**config.mk**
```make
export PLATFORM = sky130hd
export DESIGN_NAME = format_spec_parser
export DESIGN_NICKNAME = d
export VERILOG_FILES = /design/src/fsp_pkg.sv /design/src/format_spec_parser.sv /design/src/fsp_in_stage.sv /design/src/fsp_parse_core.sv /design/src/fsp_out_stage.sv
export SDC_FILE = /design/constraint.sdc
export NUM_CORES = 1
export LEC_CHECK = 0
export BUFFER_PORTS_ARGS = -buffer_cell sky130_fd_sc_hd__buf_2
export CAP_MARGIN = 20
export CORE_MARGIN = 5
export CORE_UTILIZATION = 55
export CTS_BUF_LIST = sky130_fd_sc_hd__clkbuf_4 sky130_fd_sc_hd__clkbuf_8
export DETAILED_ROUTE_END_ITERATION = 16
export HOLD_SLACK_MARGIN = 0.15
export PLACE_DENSITY = 0.75
export SLEW_MARGIN = 0
export SYNTH_ARGS = -nofsm -noshare
export SYNTH_HDL_FRONTEND = slang
export SYNTH_SLANG_ARGS = --single-unit
export TNS_END_PERCENT = 50
```
**constraint.sdc**
```tcl
create_clock -name clock -period 10.2 [get_ports clock]
set_input_delay 1.02 -clock clock [delete_from_list [all_inputs] [get_ports clock]]
set_output_delay 1.02 -clock clock [all_outputs]
set_load 0.02 [all_outputs]
```
**src/fsp_pkg.sv**
```systemverilog
package fsp_pkg;

   localparam int CH_W       = 8;
   localparam int VAL_W      = 32;
   localparam int REQ_DATA_W = 40;
   localparam int RSP_DATA_W = 88;
   localparam int RSP_USER_W = 1;

   localparam logic [7:0] CH_DASH   = 8'h2D;
   localparam logic [7:0] CH_PLUS   = 8'h2B;
   localparam logic [7:0] CH_SPACE  = 8'h20;
   localparam logic [7:0] CH_HASH   = 8'h23;
   localparam logic [7:0] CH_ZERO   = 8'h30;
   localparam logic [7:0] CH_NINE   = 8'h39;
   localparam logic [7:0] CH_BSLASH = 8'h5C;
   localparam logic [7:0] CH_STAR   = 8'h2A;
   localparam logic [7:0] CH_DOT    = 8'h2E;

   localparam logic [3:0] SPEC_C  = 4'd0;
   localparam logic [3:0] SPEC_S  = 4'd1;
   localparam logic [3:0] SPEC_P  = 4'd2;
   localparam logic [3:0] SPEC_D  = 4'd3;
   localparam logic [3:0] SPEC_I  = 4'd4;
   localparam logic [3:0] SPEC_U  = 4'd5;
   localparam logic [3:0] SPEC_X  = 4'd6;
   localparam logic [3:0] SPEC_UX = 4'd7;
   localparam logic [3:0] SPEC_B  = 4'd8;
   localparam logic [3:0] SPEC_N  = 4'd9;
   localparam logic [3:0] SPEC_A  = 4'd10;
   localparam logic [3:0] SPEC_M  = 4'd11;

   localparam logic [31:0] DIGIT_MAX = 32'h7FFF_FFFF;
   localparam logic [7:0]  COUNT_MAX = 8'hFF;

   typedef enum logic [2:0] {
      PH_FLAGS,
      PH_WDIG,
      PH_AFTERW,
      PH_PSTART,
      PH_PDIG,
      PH_SPEC
   } phase_type;

   typedef struct packed {
      logic [7:0]         ch;
      logic signed [31:0] star_value;
   } item_type;

   typedef struct packed {
      logic               spec_found;
      logic [3:0]         spec_index;
      logic [5:0]         flag_bits;
      logic signed [31:0] width_value;
      logic               width_given;
      logic signed [31:0] precision_value;
      logic               precision_given;
      logic [7:0]         chars_used;
   } result_type;

   // One-hot flag bit for a flag character, zero for anything else.
   function automatic logic [5:0] flag_match(input logic [7:0] ch);
      logic [5:0] bits;
      case (ch)
         CH_DASH:   bits = 6'b000001;
         CH_PLUS:   bits = 6'b000010;
         CH_SPACE:  bits = 6'b000100;
         CH_HASH:   bits = 6'b001000;
         CH_ZERO:   bits = 6'b010000;
         CH_BSLASH: bits = 6'b100000;
         default:   bits = 6'b000000;
      endcase
      return bits;
   endfunction

   // {found, index} for the specifier letters.
   function automatic logic [4:0] spec_match(input logic [7:0] ch);
      logic [4:0] res;
      case (ch)
         8'h63:   res = {1'b1, SPEC_C};
         8'h73:   res = {1'b1, SPEC_S};
         8'h70:   res = {1'b1, SPEC_P};
         8'h64:   res = {1'b1, SPEC_D};
         8'h69:   res = {1'b1, SPEC_I};
         8'h75:   res = {1'b1, SPEC_U};
         8'h78:   res = {1'b1, SPEC_X};
         8'h58:   res = {1'b1, SPEC_UX};
         8'h62:   res = {1'b1, SPEC_B};
         8'h6E:   res = {1'b1, SPEC_N};
         8'h61:   res = {1'b1, SPEC_A};
         8'h6D:   res = {1'b1, SPEC_M};
         default: res = {1'b0, SPEC_C};
      endcase
      return res;
   endfunction

   // acc * 10 + d, saturating at the largest positive 32-bit value.
   function automatic logic [31:0] add_digit(input logic [31:0] acc, input logic [3:0] d);
      logic [35:0] v;
      v = {1'b0, acc, 3'b000} + {3'b000, acc, 1'b0} + {32'd0, d};
      if (v > {4'd0, DIGIT_MAX}) begin
         return DIGIT_MAX;
      end
      return v[31:0];
   endfunction

endpackage

```
**src/format_spec_parser.sv**
```systemverilog
// A request that ends a spec is held in the input register, and its result then in the result
// register that drives rsp_tvalid. Throughput: one request per cycle, as the parser state and
// the width and precision accumulators take one update per character.
// A request that ends a spec waits only while the result register is full and stalled.
// Reset is synchronous and active high; it returns the parser to the flags phase and
// empties both the input register and the result register.
module format_spec_parser (
   input  logic                            clock,
   input  logic                            reset,
   // req_tdata, from bit 0 up: ch [7:0], star_value [39:8]
   input  logic                            req_tvalid,
   output logic                            req_tready,
   input  logic [fsp_pkg::REQ_DATA_W-1:0]  req_tdata,
   // rsp_tdata, from bit 0 up: spec_index [3:0], flag_bits [9:4], width_value [41:10],
   // width_given [42], precision_value [74:43], precision_given [75],
   // chars_used [83:76], zero fill [87:84]
   output logic                            rsp_tvalid,
   input  logic                            rsp_tready,
   output logic [fsp_pkg::RSP_DATA_W-1:0]  rsp_tdata,
   // rsp_tuser, from bit 0 up: spec_found [0]
   output logic [fsp_pkg::RSP_USER_W-1:0]  rsp_tuser
);
   import fsp_pkg::*;

   item_type   item;
   result_type result;
   logic       item_valid;
   logic       emit;
   logic       slot_free;
   logic       fire;

   // The character in the input register is consumed when it either makes no
   // result or the result register can take the result it makes. Characters
   // that only update the accumulators never wait on the result side.
   assign fire = item_valid && (!emit || slot_free);

   fsp_in_stage u_in (
      .clock      (clock),
      .reset      (reset),
      .req_tvalid (req_tvalid),
      .req_tready (req_tready),
      .req_tdata  (req_tdata),
      .take       (fire),
      .item_valid (item_valid),
      .item       (item)
   );

   // Phase machine and accumulators; reports whether this character ends the
   // spec and what the result of that spec is.
   fsp_parse_core u_core (
      .clock  (clock),
      .reset  (reset),
      .item   (item),
      .fire   (fire),
      .emit   (emit),
      .result (result)
   );

   fsp_out_stage u_out (
      .clock      (clock),
      .reset      (reset),
      .load       (fire && emit),
      .result     (result),
      .slot_free  (slot_free),
      .rsp_tvalid (rsp_tvalid),
      .rsp_tready (rsp_tready),
      .rsp_tdata  (rsp_tdata),
      .rsp_tuser  (rsp_tuser)
   );

endmodule

```
**src/fsp_in_stage.sv**
```systemverilog
module fsp_in_stage (
   input  logic                            clock,
   input  logic                            reset,
   input  logic                            req_tvalid,
   output logic                            req_tready,
   input  logic [fsp_pkg::REQ_DATA_W-1:0]  req_tdata,
   input  logic                            take,
   output logic                            item_valid,
   output fsp_pkg::item_type               item
);
   import fsp_pkg::*;

   logic     valid_ff, valid_in;
   item_type item_ff;

   assign req_tready = !valid_ff || take;
   assign valid_in   = (req_tvalid && req_tready) || (valid_ff && !take);

   always_ff @(posedge clock) begin
      if (reset) begin
         valid_ff <= 1'b0;
      end else begin
         valid_ff <= valid_in;
      end
   end

   always_ff @(posedge clock) begin
      if (req_tvalid && req_tready) begin
         item_ff.ch         <= req_tdata[7:0];
         item_ff.star_value <= $signed(req_tdata[39:8]);
      end
   end

   assign item_valid = valid_ff;
   assign item       = item_ff;

endmodule

```
**src/fsp_parse_core.sv**
```systemverilog
module fsp_parse_core (
   input  logic                 clock,
   input  logic                 reset,
   input  fsp_pkg::item_type    item,
   input  logic                 fire,
   output logic                 emit,
   output fsp_pkg::result_type  result
);
   import fsp_pkg::*;

   phase_type   phase_ff, phase_in;
   logic [5:0]  flag_ff, flag_in;
   logic [31:0] width_ff, width_in;
   logic        wseen_ff, wseen_in;
   logic [31:0] prec_ff, prec_in;
   logic        pseen_ff, pseen_in;
   logic [7:0]  count_ff, count_in;

   logic [5:0]  flag_hit;
   logic [4:0]  spec_hit;
   logic        is_star, is_dot, is_digit;
   logic [3:0]  digit;
   logic        bump;
   logic        count_sat;

   assign flag_hit  = flag_match(item.ch);
   assign spec_hit  = spec_match(item.ch);
   assign is_star   = (item.ch == CH_STAR);
   assign is_dot    = (item.ch == CH_DOT);
   assign is_digit  = (item.ch >= CH_ZERO) && (item.ch <= CH_NINE);
   assign digit     = item.ch[3:0];
   assign count_sat = (count_ff == COUNT_MAX);

   // Next phase.
   always_comb begin
      phase_in = phase_ff;
      case (phase_ff)
         PH_FLAGS: begin
            if (flag_hit != 6'd0) begin
               phase_in = PH_FLAGS;
            end else if (is_star) begin
               phase_in = PH_AFTERW;
            end else if (is_digit) begin
               phase_in = PH_WDIG;
            end else if (is_dot) begin
               phase_in = PH_PSTART;
            end else begin
               phase_in = PH_FLAGS;
            end
         end
         PH_WDIG: begin
            if (is_digit) begin
               phase_in = PH_WDIG;
            end else if (is_dot) begin
               phase_in = PH_PSTART;
            end else begin
               phase_in = PH_FLAGS;
            end
         end
         PH_AFTERW: begin
            phase_in = is_dot ? PH_PSTART : PH_FLAGS;
         end
         PH_PSTART: begin
            if (is_star) begin
               phase_in = PH_SPEC;
            end else if (is_digit) begin
               phase_in = PH_PDIG;
            end else begin
               phase_in = PH_FLAGS;
            end
         end
         PH_PDIG: begin
            phase_in = is_digit ? PH_PDIG : PH_FLAGS;
         end
         default: begin
            phase_in = PH_FLAGS;
         end
      endcase
   end

   // Accumulator updates and the end-of-spec decision.
   always_comb begin
      flag_in  = flag_ff;
      width_in = width_ff;
      wseen_in = wseen_ff;
      prec_in  = prec_ff;
      pseen_in = pseen_ff;
      bump     = 1'b0;
      emit     = 1'b0;
      case (phase_ff)
         PH_FLAGS: begin
            if (flag_hit != 6'd0) begin
               flag_in = flag_ff | flag_hit;
               bump    = 1'b1;
            end else if (is_star) begin
               width_in = item.star_value;
               wseen_in = 1'b1;
               bump     = 1'b1;
            end else if (is_digit) begin
               width_in = {28'd0, digit};
               wseen_in = 1'b1;
               bump     = 1'b1;
            end else if (is_dot) begin
               pseen_in = 1'b1;
               prec_in  = 32'd0;
               bump     = 1'b1;
            end else begin
               emit = 1'b1;
            end
         end
         PH_WDIG: begin
            if (is_digit) begin
               width_in = add_digit(width_ff, digit);
               bump     = 1'b1;
            end else if (is_dot) begin
               pseen_in = 1'b1;
               prec_in  = 32'd0;
               bump     = 1'b1;
            end else begin
               emit = 1'b1;
            end
         end
         PH_AFTERW: begin
            if (is_dot) begin
               pseen_in = 1'b1;
               prec_in  = 32'd0;
               bump     = 1'b1;
            end else begin
               emit = 1'b1;
            end
         end
         PH_PSTART: begin
            if (is_star) begin
               prec_in = item.star_value;
               bump    = 1'b1;
            end else if (is_digit) begin
               prec_in = {28'd0, digit};
               bump    = 1'b1;
            end else begin
               emit = 1'b1;
            end
         end
         PH_PDIG: begin
            if (is_digit) begin
               prec_in = add_digit(prec_ff, digit);
               bump    = 1'b1;
            end else begin
               emit = 1'b1;
            end
         end
         default: begin
            emit = 1'b1;
         end
      endcase

      count_in = (bump && !count_sat) ? count_ff + 8'd1 : count_ff;

      // A finished spec starts the next one from a clean slate.
      if (emit) begin
         flag_in  = 6'd0;
         width_in = 32'd0;
         wseen_in = 1'b0;
         prec_in  = 32'd0;
         pseen_in = 1'b0;
         count_in = 8'd0;
      end
   end

   // The ending letter counts only when it is a real specifier.
   always_comb begin
      result.spec_found      = spec_hit[4];
      result.spec_index      = spec_hit[3:0];
      result.flag_bits       = flag_ff;
      result.width_value     = $signed(width_ff);
      result.width_given     = wseen_ff;
      result.precision_value = $signed(prec_ff);
      result.precision_given = pseen_ff;
      result.chars_used      = (spec_hit[4] && !count_sat) ? count_ff + 8'd1 : count_ff;
   end

   always_ff @(posedge clock) begin
      if (reset) begin
         phase_ff <= PH_FLAGS;
         flag_ff  <= 6'd0;
         width_ff <= 32'd0;
         wseen_ff <= 1'b0;
         prec_ff  <= 32'd0;
         pseen_ff <= 1'b0;
         count_ff <= 8'd0;
      end else if (fire) begin
         phase_ff <= phase_in;
         flag_ff  <= flag_in;
         width_ff <= width_in;
         wseen_ff <= wseen_in;
         prec_ff  <= prec_in;
         pseen_ff <= pseen_in;
         count_ff <= count_in;
      end
   end

endmodule

```
**src/fsp_out_stage.sv**
```systemverilog
module fsp_out_stage (
   input  logic                            clock,
   input  logic                            reset,
   input  logic                            load,
   input  fsp_pkg::result_type             result,
   output logic                            slot_free,
   output logic                            rsp_tvalid,
   input  logic                            rsp_tready,
   output logic [fsp_pkg::RSP_DATA_W-1:0]  rsp_tdata,
   output logic [fsp_pkg::RSP_USER_W-1:0]  rsp_tuser
);
   import fsp_pkg::*;

   logic       valid_ff, valid_in;
   result_type res_ff;

   assign slot_free = !valid_ff || rsp_tready;
   assign valid_in  = load || (valid_ff && !rsp_tready);

   always_ff @(posedge clock) begin
      if (reset) begin
         valid_ff <= 1'b0;
      end else begin
         valid_ff <= valid_in;
      end
   end

   always_ff @(posedge clock) begin
      if (load) begin
         res_ff <= result;
      end
   end

   assign rsp_tvalid = valid_ff;
   assign rsp_tuser  = res_ff.spec_found;
   assign rsp_tdata  = {4'd0,
                        res_ff.chars_used,
                        res_ff.precision_given,
                        res_ff.precision_value,
                        res_ff.width_given,
                        res_ff.width_value,
                        res_ff.flag_bits,
                        res_ff.spec_index};

endmodule

```
==> results of run 1 <==
-- where the power goes --
part,internal (mW),total [mW],switching (mW)
clock network,0.439,0.784,0.345
registers,0.930,0.954,0.0240
logic,0.0489,0.152,0.103
-- how the worst min path moves through the flow --
stage | start | end | slack (ps) | cells after the start
floorplan | u_core.wseen_ff | u_out.rsp_tdata[42] | 410 | 0
global placement | u_core.flag_ff[4] | u_out.rsp_tdata[8] | 420 | 0
detailed placement | u_core.flag_ff[1] | u_out.rsp_tdata[5] | 420 | 0
CTS | u_core.flag_ff[1] | u_out.rsp_tdata[5] | 440 | 0
global route | u_core.flag_ff[1] | u_out.rsp_tdata[5] | 460 | 0
finish | u_core.flag_ff[1] | u_out.rsp_tdata[5] | 440 | 0
-- registers in the layout, summed over array words and instances (netlist names), 3 cells and up --
signal / count
u_core.prec_ff: 32
u_core.phase_ff: 3
u_core.count_ff: 8
u_out.rsp_tdata: 84
u_core.flag_ff: 6
u_in.item: 40
u_core.width_ff: 32
-- Yosys cell counts, types with 5 or more instances --
library cell / count / share of area [%]
nor3_1: 30 / 1.2
o21ai_0: 115 / 4.5
and2_1: 8 / 0.39
clkbuf_1: 59 / 1.7
a21o_1: 28 / 1.6
nor4_1: 9 / 0.44
o21ai_1: 7 / 0.27
a22oi_1: 26 / 1.5
buf_4: 5 / 0.29
o2111ai_1: 6 / 0.41
a31oi_1: 24 / 1.2
nand3_1: 37 / 1.4
xnor2_1: 40 / 2.7
nor2b_1: 8 / 0.39
nor3b_1: 8 / 0.46
a211oi_1: 16 / 0.93
nand2b_1: 9 / 0.44
a211o_1: 7 / 0.47
or2_2: 8 / 0.39
nand4_1: 12 / 0.58
a21oi_1: 158 / 6.1
inv_1: 27 / 0.78
nand2_1: 114 / 3.3
xor2_1: 14 / 0.95
dfxtp_1: 85 / 13
nand3b_1: 12 / 0.70
nor2_1: 96 / 2.8
and3_1: 16 / 0.77
o31ai_1: 15 / 0.87
o211ai_1: 11 / 0.64
ha_1: 127 / 12
o31a_1: 5 / 0.34
buf_2: 5 / 0.19
edfxtp_1: 125 / 29
o21bai_1: 9 / 0.52
or3_1: 13 / 0.63
o21a_1: 10 / 0.58
-- per-layer routing --
layer	vias to the layer above	wire length (um)	global-route usage, %	part of all wire [%]
met5	-	0	0	0
met4	0	1090	8.73	3.1
met3	72	2390	4.29	6.9
met2	420	15700	40.5	45
met1	5225	15400	35.3	45
li1	5408	-	-	-
-- cell families (layout without fill, tap and decap cells) --
logic type | Yosys count | count (layout) | share of synthesized area (%)
other | 1 | 4 | 0.0290
adder cells (fa/ha/maj) | 131 | 131 | 12.9
buffers and inverters | 101 | 240 | 3.24
multiplexers | 3 | 3 | 0.252
XOR/XNOR | 54 | 54 | 3.66
AO/OA/AOI/OAI | 477 | 477 | 22.8
flip-flops | 210 | 210 | 42.2
AND/OR/NAND/NOR | 395 | 395 | 14.9
-- area by class of cell --
class / instances / area (um2)
Timing Repair Buffer: 145 / 767
Inverter: 27 / 101
Clock buffer: 54 / 656
Sequential cell: 210 / 5460
Tap cell: 319 / 399
Clock inverter: 14 / 88.8
Multi-Input combinational cell: 1064 / 7100
Fill cell: 2003 / 8760
-- metrics by stage --
| step | instances | hold WS, ps | util (%) | worst slack, ps |
|---|---|---|---|---|
| global placement | 1763 | 418 | 59.2 | 5680 |
| CTS | 1831 | 436 | 62.4 | 5530 |
| detailed placement | 1763 | 423 | 59.2 | 5550 |
| global route | 1833 | 457 | 62.4 | 5120 |
| floorplan | 1375 | 409 | - | 1420 |
| finish | 1833 | 439 | 62.4 | 5430 |
==> results.py, run 1 <==
metrics = {
    "status": {
        "status": "finished, final reports clean",
    },
    "power_and_ir_drop": {
        "p_per_area_nw_per_um2": 130,
        "p_leak_nw": 6.28,
        "fin_total_pwr_mw": 1.89,
        "peakVddDrop_v": 0.000100,
    },
    "sta": {
        "finalSetupViolCount": 0,
        "clock-skew-final_ps": 15.6,
        "hold_viol_final": 0,
        "max_slew.worst_pin.slew_ps": 996,
        "max_freq_ghz": 0.210,
        "fin_crit_sh_pct": 46.8,
        "period_needed_ps": 4770,
        "setup_tns_ps": 0,
        "drv_slew": 0,
        "rsz0062_at_grt": "no",
        "relSlewSlack_pct": 32.7,
    },
    "floorplan": {
        "placementRows": 56,
        "num_io_pins": 135,
        "die_y_um": 163,
        "start_util_pct": 55.4,
        "die_area_um2": 26700,
        "core-area_um2": 23300,
        "die_x_um": 163,
    },
    "critical_path": {
        "crit_path_end": "u_core.width_ff[3]",
        "cp-end-kind": "flop",
        "worstReg2RegStart": "u_in.item[35]",
        "startpoint_type": "flop",
        "r2r_cells": 13,
        "rrSetupSlack_ps": 5430,
        "cp_cell_sequence": "fa_1 -> inv_1 -> fa_1 -> nor2b_1 -> o31a_1 -> o21ai_0 -> o41ai_1 -> a2111oi_1 -> xor2_1 -> o2111ai_1 -> buf_4 -> nor2_2 -> o21ai_0",
        "cp-startpoint": "u_in.item[35]",
        "slowest_stage": "o41ai_1",
        "cp.required_ps": 10600,
        "critical_path_class": "reg2reg",
        "critical_path_depth": 13,
        "crit_buf_inv": 2,
        "crit_arrival_ps": 5170,
        "crit_family": "compound AO/OA/AOI/OAI gates",
        "crit_path_max_fanout": 22,
        "critPathMaxStageDelay_ps": 920,
        "worstReg2RegEnd": "u_core.width_ff[3]",
    },
    "route": {
        "wl_mm": 34.6,
        "drtPass1Iterations": 8,
        "drc": 0,
        "drt-initial-drc-count": 1041,
        "drtAntennaViolNets": 0,
        "via_per_inst": 6.07,
        "dr_total_vias": 11125,
        "wl_per_cell_um": 18.9,
    },
    "final_layout": {
        "final_cell_mix": "158 x a21oi_1, 130 x buf_2, 127 x ha_1, 125 x edfxtp_1, 115 x o21ai_0",
        "nNetsFinal": 1661,
        "final_common_cell": "a21oi_1",
        "antennaDiodeCount": 0,
        "final_area_um2": 14600,
        "syn2layout_area_growth_pct": 12.7,
        "drive_gt1_share_pct": 15.5,
    },
    "synthesis": {
        "synth_cell_type_count": 80,
        "synth-edff-count": 125,
        "synth_ff_type": "edfxtp_1",
        "ys_warn_count": 0,
        "avgSynthCellArea_um2": 9.42,
        "synth_seq_area_share_pct": 42.2,
        "synth_area_um2": 12900,
        "synth_async_sr_flop_share_pct": 0,
        "synth_cells": 1372,
        "ys_ff_latch": 210,
    },
    "place": {
        "hpwl_mm": 25.5,
        "routabilityCongestion": 0.952,
        "place_area_um2": 13800,
        "io_buffers": 130,
    },
    "clock_network": {
        "clockRootBuffer": "clkbuf_8",
        "cts_hold_buffers": 0,
        "htreeDepth": 2,
        "clock_sinks": 210,
        "cts_setup_buffers": 0,
        "cts_max_path_buffers": 3,
        "cts_tree": "done",
        "cts_inserted_buffers": 38,
        "ctsResizeCount": 0,
        "worstSkewPairLatency_ps": 530,
        "cts.clk_slew.worst_paths_ps": 60,
    },
    "grt": {
        "antenna_found_initial": 0,
        "grt_pass1_wl_mm": 54.9,
        "grt_overflow": 0,
        "grt_pass1_vias": 10507,
        "grt_max_degree": 52,
        "grt_usage_pct": 25.4,
    },
    "worst_hold_path": {
        "hold_class": "reg2reg",
    },
    "job": {
        "cap_violations": 0,
    },
}
Power figures use the tool's default switching activity.
==> inputs of run 2 (changes only) <==
Settings changed: ABC_AREA set to 1.
Clock period 10.2 ns to 4.55 ns, I/O delays scaled along.
==> results.py, run 2 <==
metrics = {
    "sta": {
        "hold_viol_final": 0,
        "finalSetupViolCount": 0,
        "clock-skew-final_ps": 38.9,
        "fin_crit_sh_pct": 90.9,
        "max_slew.worst_pin.slew_ps": 924,
        "relSlewSlack_pct": 38.1,
        "rsz0062_at_grt": "no",
        "setup_tns_ps": 0,
        "drv_slew": 0,
        "period_needed_ps": 4130,
        "max_freq_ghz": 0.242,
    },
    "clock_network": {
        "htreeDepth": 2,
        "clockRootBuffer": "clkbuf_8",
        "ctsResizeCount": 0,
        "cts.clk_slew.worst_paths_ps": 70,
        "cts_max_path_buffers": 3,
        "cts_setup_buffers": 0,
        "worstSkewPairLatency_ps": 550,
        "clock_sinks": 210,
        "cts_hold_buffers": 39,
        "cts_inserted_buffers": 37,
        "cts_tree": "done",
    },
    "status": {
        "status": "finished, final reports clean",
    },
    "route": {
        "highest_layer": "met4",
        "drtAntennaViolNets": 0,
        "via_per_inst": 5.46,
        "wl_per_cell_um": 16.4,
        "wl_met3_mm": 2.51,
        "dr_total_vias": 12891,
        "wl_met1_mm": 17.6,
        "drc": 0,
        "drtPass1Iterations": 6,
        "wl_mm": 38.8,
        "wl_met2_mm": 17.8,
        "drt-initial-drc-count": 1126,
    },
    "job": {
        "cap_violations": 0,
    },
    "final_layout": {
        "fillers": 2250,
        "antennaDiodeCount": 0,
        "final_common_cell": "nand2_1",
        "syn2layout_area_growth_pct": 16.0,
        "largest_reg_flops": 84,
        "final_cell_mix": "589 x nand2_1, 169 x a21oi_1, 161 x inv_1, 146 x nor2_1, 143 x nand3_1",
        "drive_gt1_share_pct": 12.2,
        "nNetsFinal": 2177,
    },
    "floorplan": {
        "die_y_um": 169,
        "die_area_um2": 28400,
        "start_util_pct": 55.4,
        "die_x_um": 169,
        "placementRows": 58,
        "core-area_um2": 25000,
        "num_io_pins": 135,
    },
    "critical_path": {
        "cp-end-kind": "flop",
        "critical_path_class": "reg2reg",
        "worstReg2RegStart": "u_in.item[34]",
        "cp.required_ps": 4920,
        "rrSetupSlack_ps": 420,
        "crit_arrival_ps": 4510,
        "crit_path_max_fanout": 12,
        "cp-startpoint": "u_in.item[34]",
        "startpoint_type": "flop",
    },
    "grt": {
        "grt_overflow": 0,
        "grt_usage_pct": 27.0,
        "antenna_found_initial": 0,
        "grt_pass1_vias": 12448,
        "grt_pass1_wl_mm": 63.0,
        "grt_max_degree": 68,
    },
    "power_and_ir_drop": {
        "peakVddDrop_v": 0.000302,
        "fin_total_pwr_mw": 4.52,
        "p_per_area_nw_per_um2": 282,
        "p_leak_nw": 7.58,
    },
    "synthesis": {
        "synth_cell_type_count": 45,
        "synth_async_sr_flop_share_pct": 0,
        "ys_warn_count": 0,
        "synth_most_common_cell": "nand2_1",
        "synth_area_um2": 13800,
        "synth-edff-count": 125,
        "synth_largest_area_cell": "edfxtp_1",
        "synth_seq_area_share_pct": 39.5,
        "synth_common_cells": "589 x nand2_1, 169 x a21oi_1, 162 x inv_1",
        "ys_ff_latch": 210,
        "synth_cells": 1825,
        "synthTopCellsByArea": "edfxtp_1 27%, nand2_1 16%, dfxtp_1 12%, ha_1 11%, a21oi_1 6.1%",
        "synth_ff_type": "edfxtp_1",
        "avgSynthCellArea_um2": 7.58,
        "synth_top_area_share_pct": 27.1,
    },
    "worst_hold_path": {
        "min_from": "req_tvalid",
        "hold_class": "in2reg",
    },
    "place": {
        "hpwl_mm": 28.5,
        "routabilityCongestion": 0.954,
        "io_buffers": 130,
    },
}
## run 2: critical path, stage by stage (launching register included)
cell and delay, ps:
edfxtp_1 530, ha_1 350, ha_1 180, inv_1 90
fa_1 400, o21ai_0 360, nand2_1 90, nand2_1 140
nand3_1 90, nand2_1 150, nand2_1 90, nand3_1 110
inv_1 60, nor3_2 760, buf_4 320, nand3b_1 90
nand2_1 70, a21oi_1 60
## run 2: kinds of logic (layout without fill, tap and decap cells)
| logic type | Yosys count | count (layout) | share of synthesized area (%) |
|---|---|---|---|
| compound gates | 251 | 251 | 9.55 |
| xor+xnor | 57 | 57 | 3.61 |
| fa+ha+maj | 131 | 131 | 12.1 |
| buf+inv | 221 | 424 | 6.43 |
| flops | 210 | 210 | 39.5 |
| other cells | 1 | 4 | 0.0271 |
| simple gates | 954 | 954 | 28.9 |
## run 2: layout make-up
type                    instances  area (um2)  share of cell area (%)
multi-input cells            1397        7520                    46.9
flip-flops and latches        210        5460                    34.0
repair buffers                189        1230                    7.66
clock buffers                  55         682                    4.25
inverters                     167         631                    3.93
well taps                     330         413                    2.57
clock inverters                13         115                   0.718
## run 2: final timing paths
| path | end | cells past startpoint |
|---|---|---|
| worst max-delay path | u_core.width_ff[1] | 17 |
| worst min register to register | u_out.rsp_tdata[6] | 0 |
| worst min-delay path | u_in.item_valid | 3 |
| worst max register to register | u_core.width_ff[1] | 17 |
## run 2: metrics by stage
| stage | worst slack, ps | utilization (%) | cells | hold slack (ps) | instance area, um2 |
|---|---|---|---|---|---|
| floorplan | 710 | - | 1828 | 408 | 13800 |
| global placement | 602 | 59.5 | 2254 | 414 | 14900 |
| detailed placement | 557 | 59.5 | 2254 | 417 | 14900 |
| CTS | 504 | 64.3 | 2361 | 180 | 16000 |
| global route | 206 | 64.3 | 2361 | 184 | 16000 |
| finish | 415 | 64.3 | 2361 | 198 | 16000 |
## run 2: metal layers
| layer | vias to the layer above | track usage, % |
|---|---|---|
| li1 | 6422 | - |
| met1 | 5942 | 37.0 |
| met2 | 451 | 44.7 |
| met3 | 76 | 4.67 |
| met4 | 0 | 6.85 |
| met5 | - | 0 |
## run 2: report_power, final
part	switching, mW	internal (mW)
Clock	0.790	1.08
Sequential	0.0482	2.11
Combinational	0.341	0.155
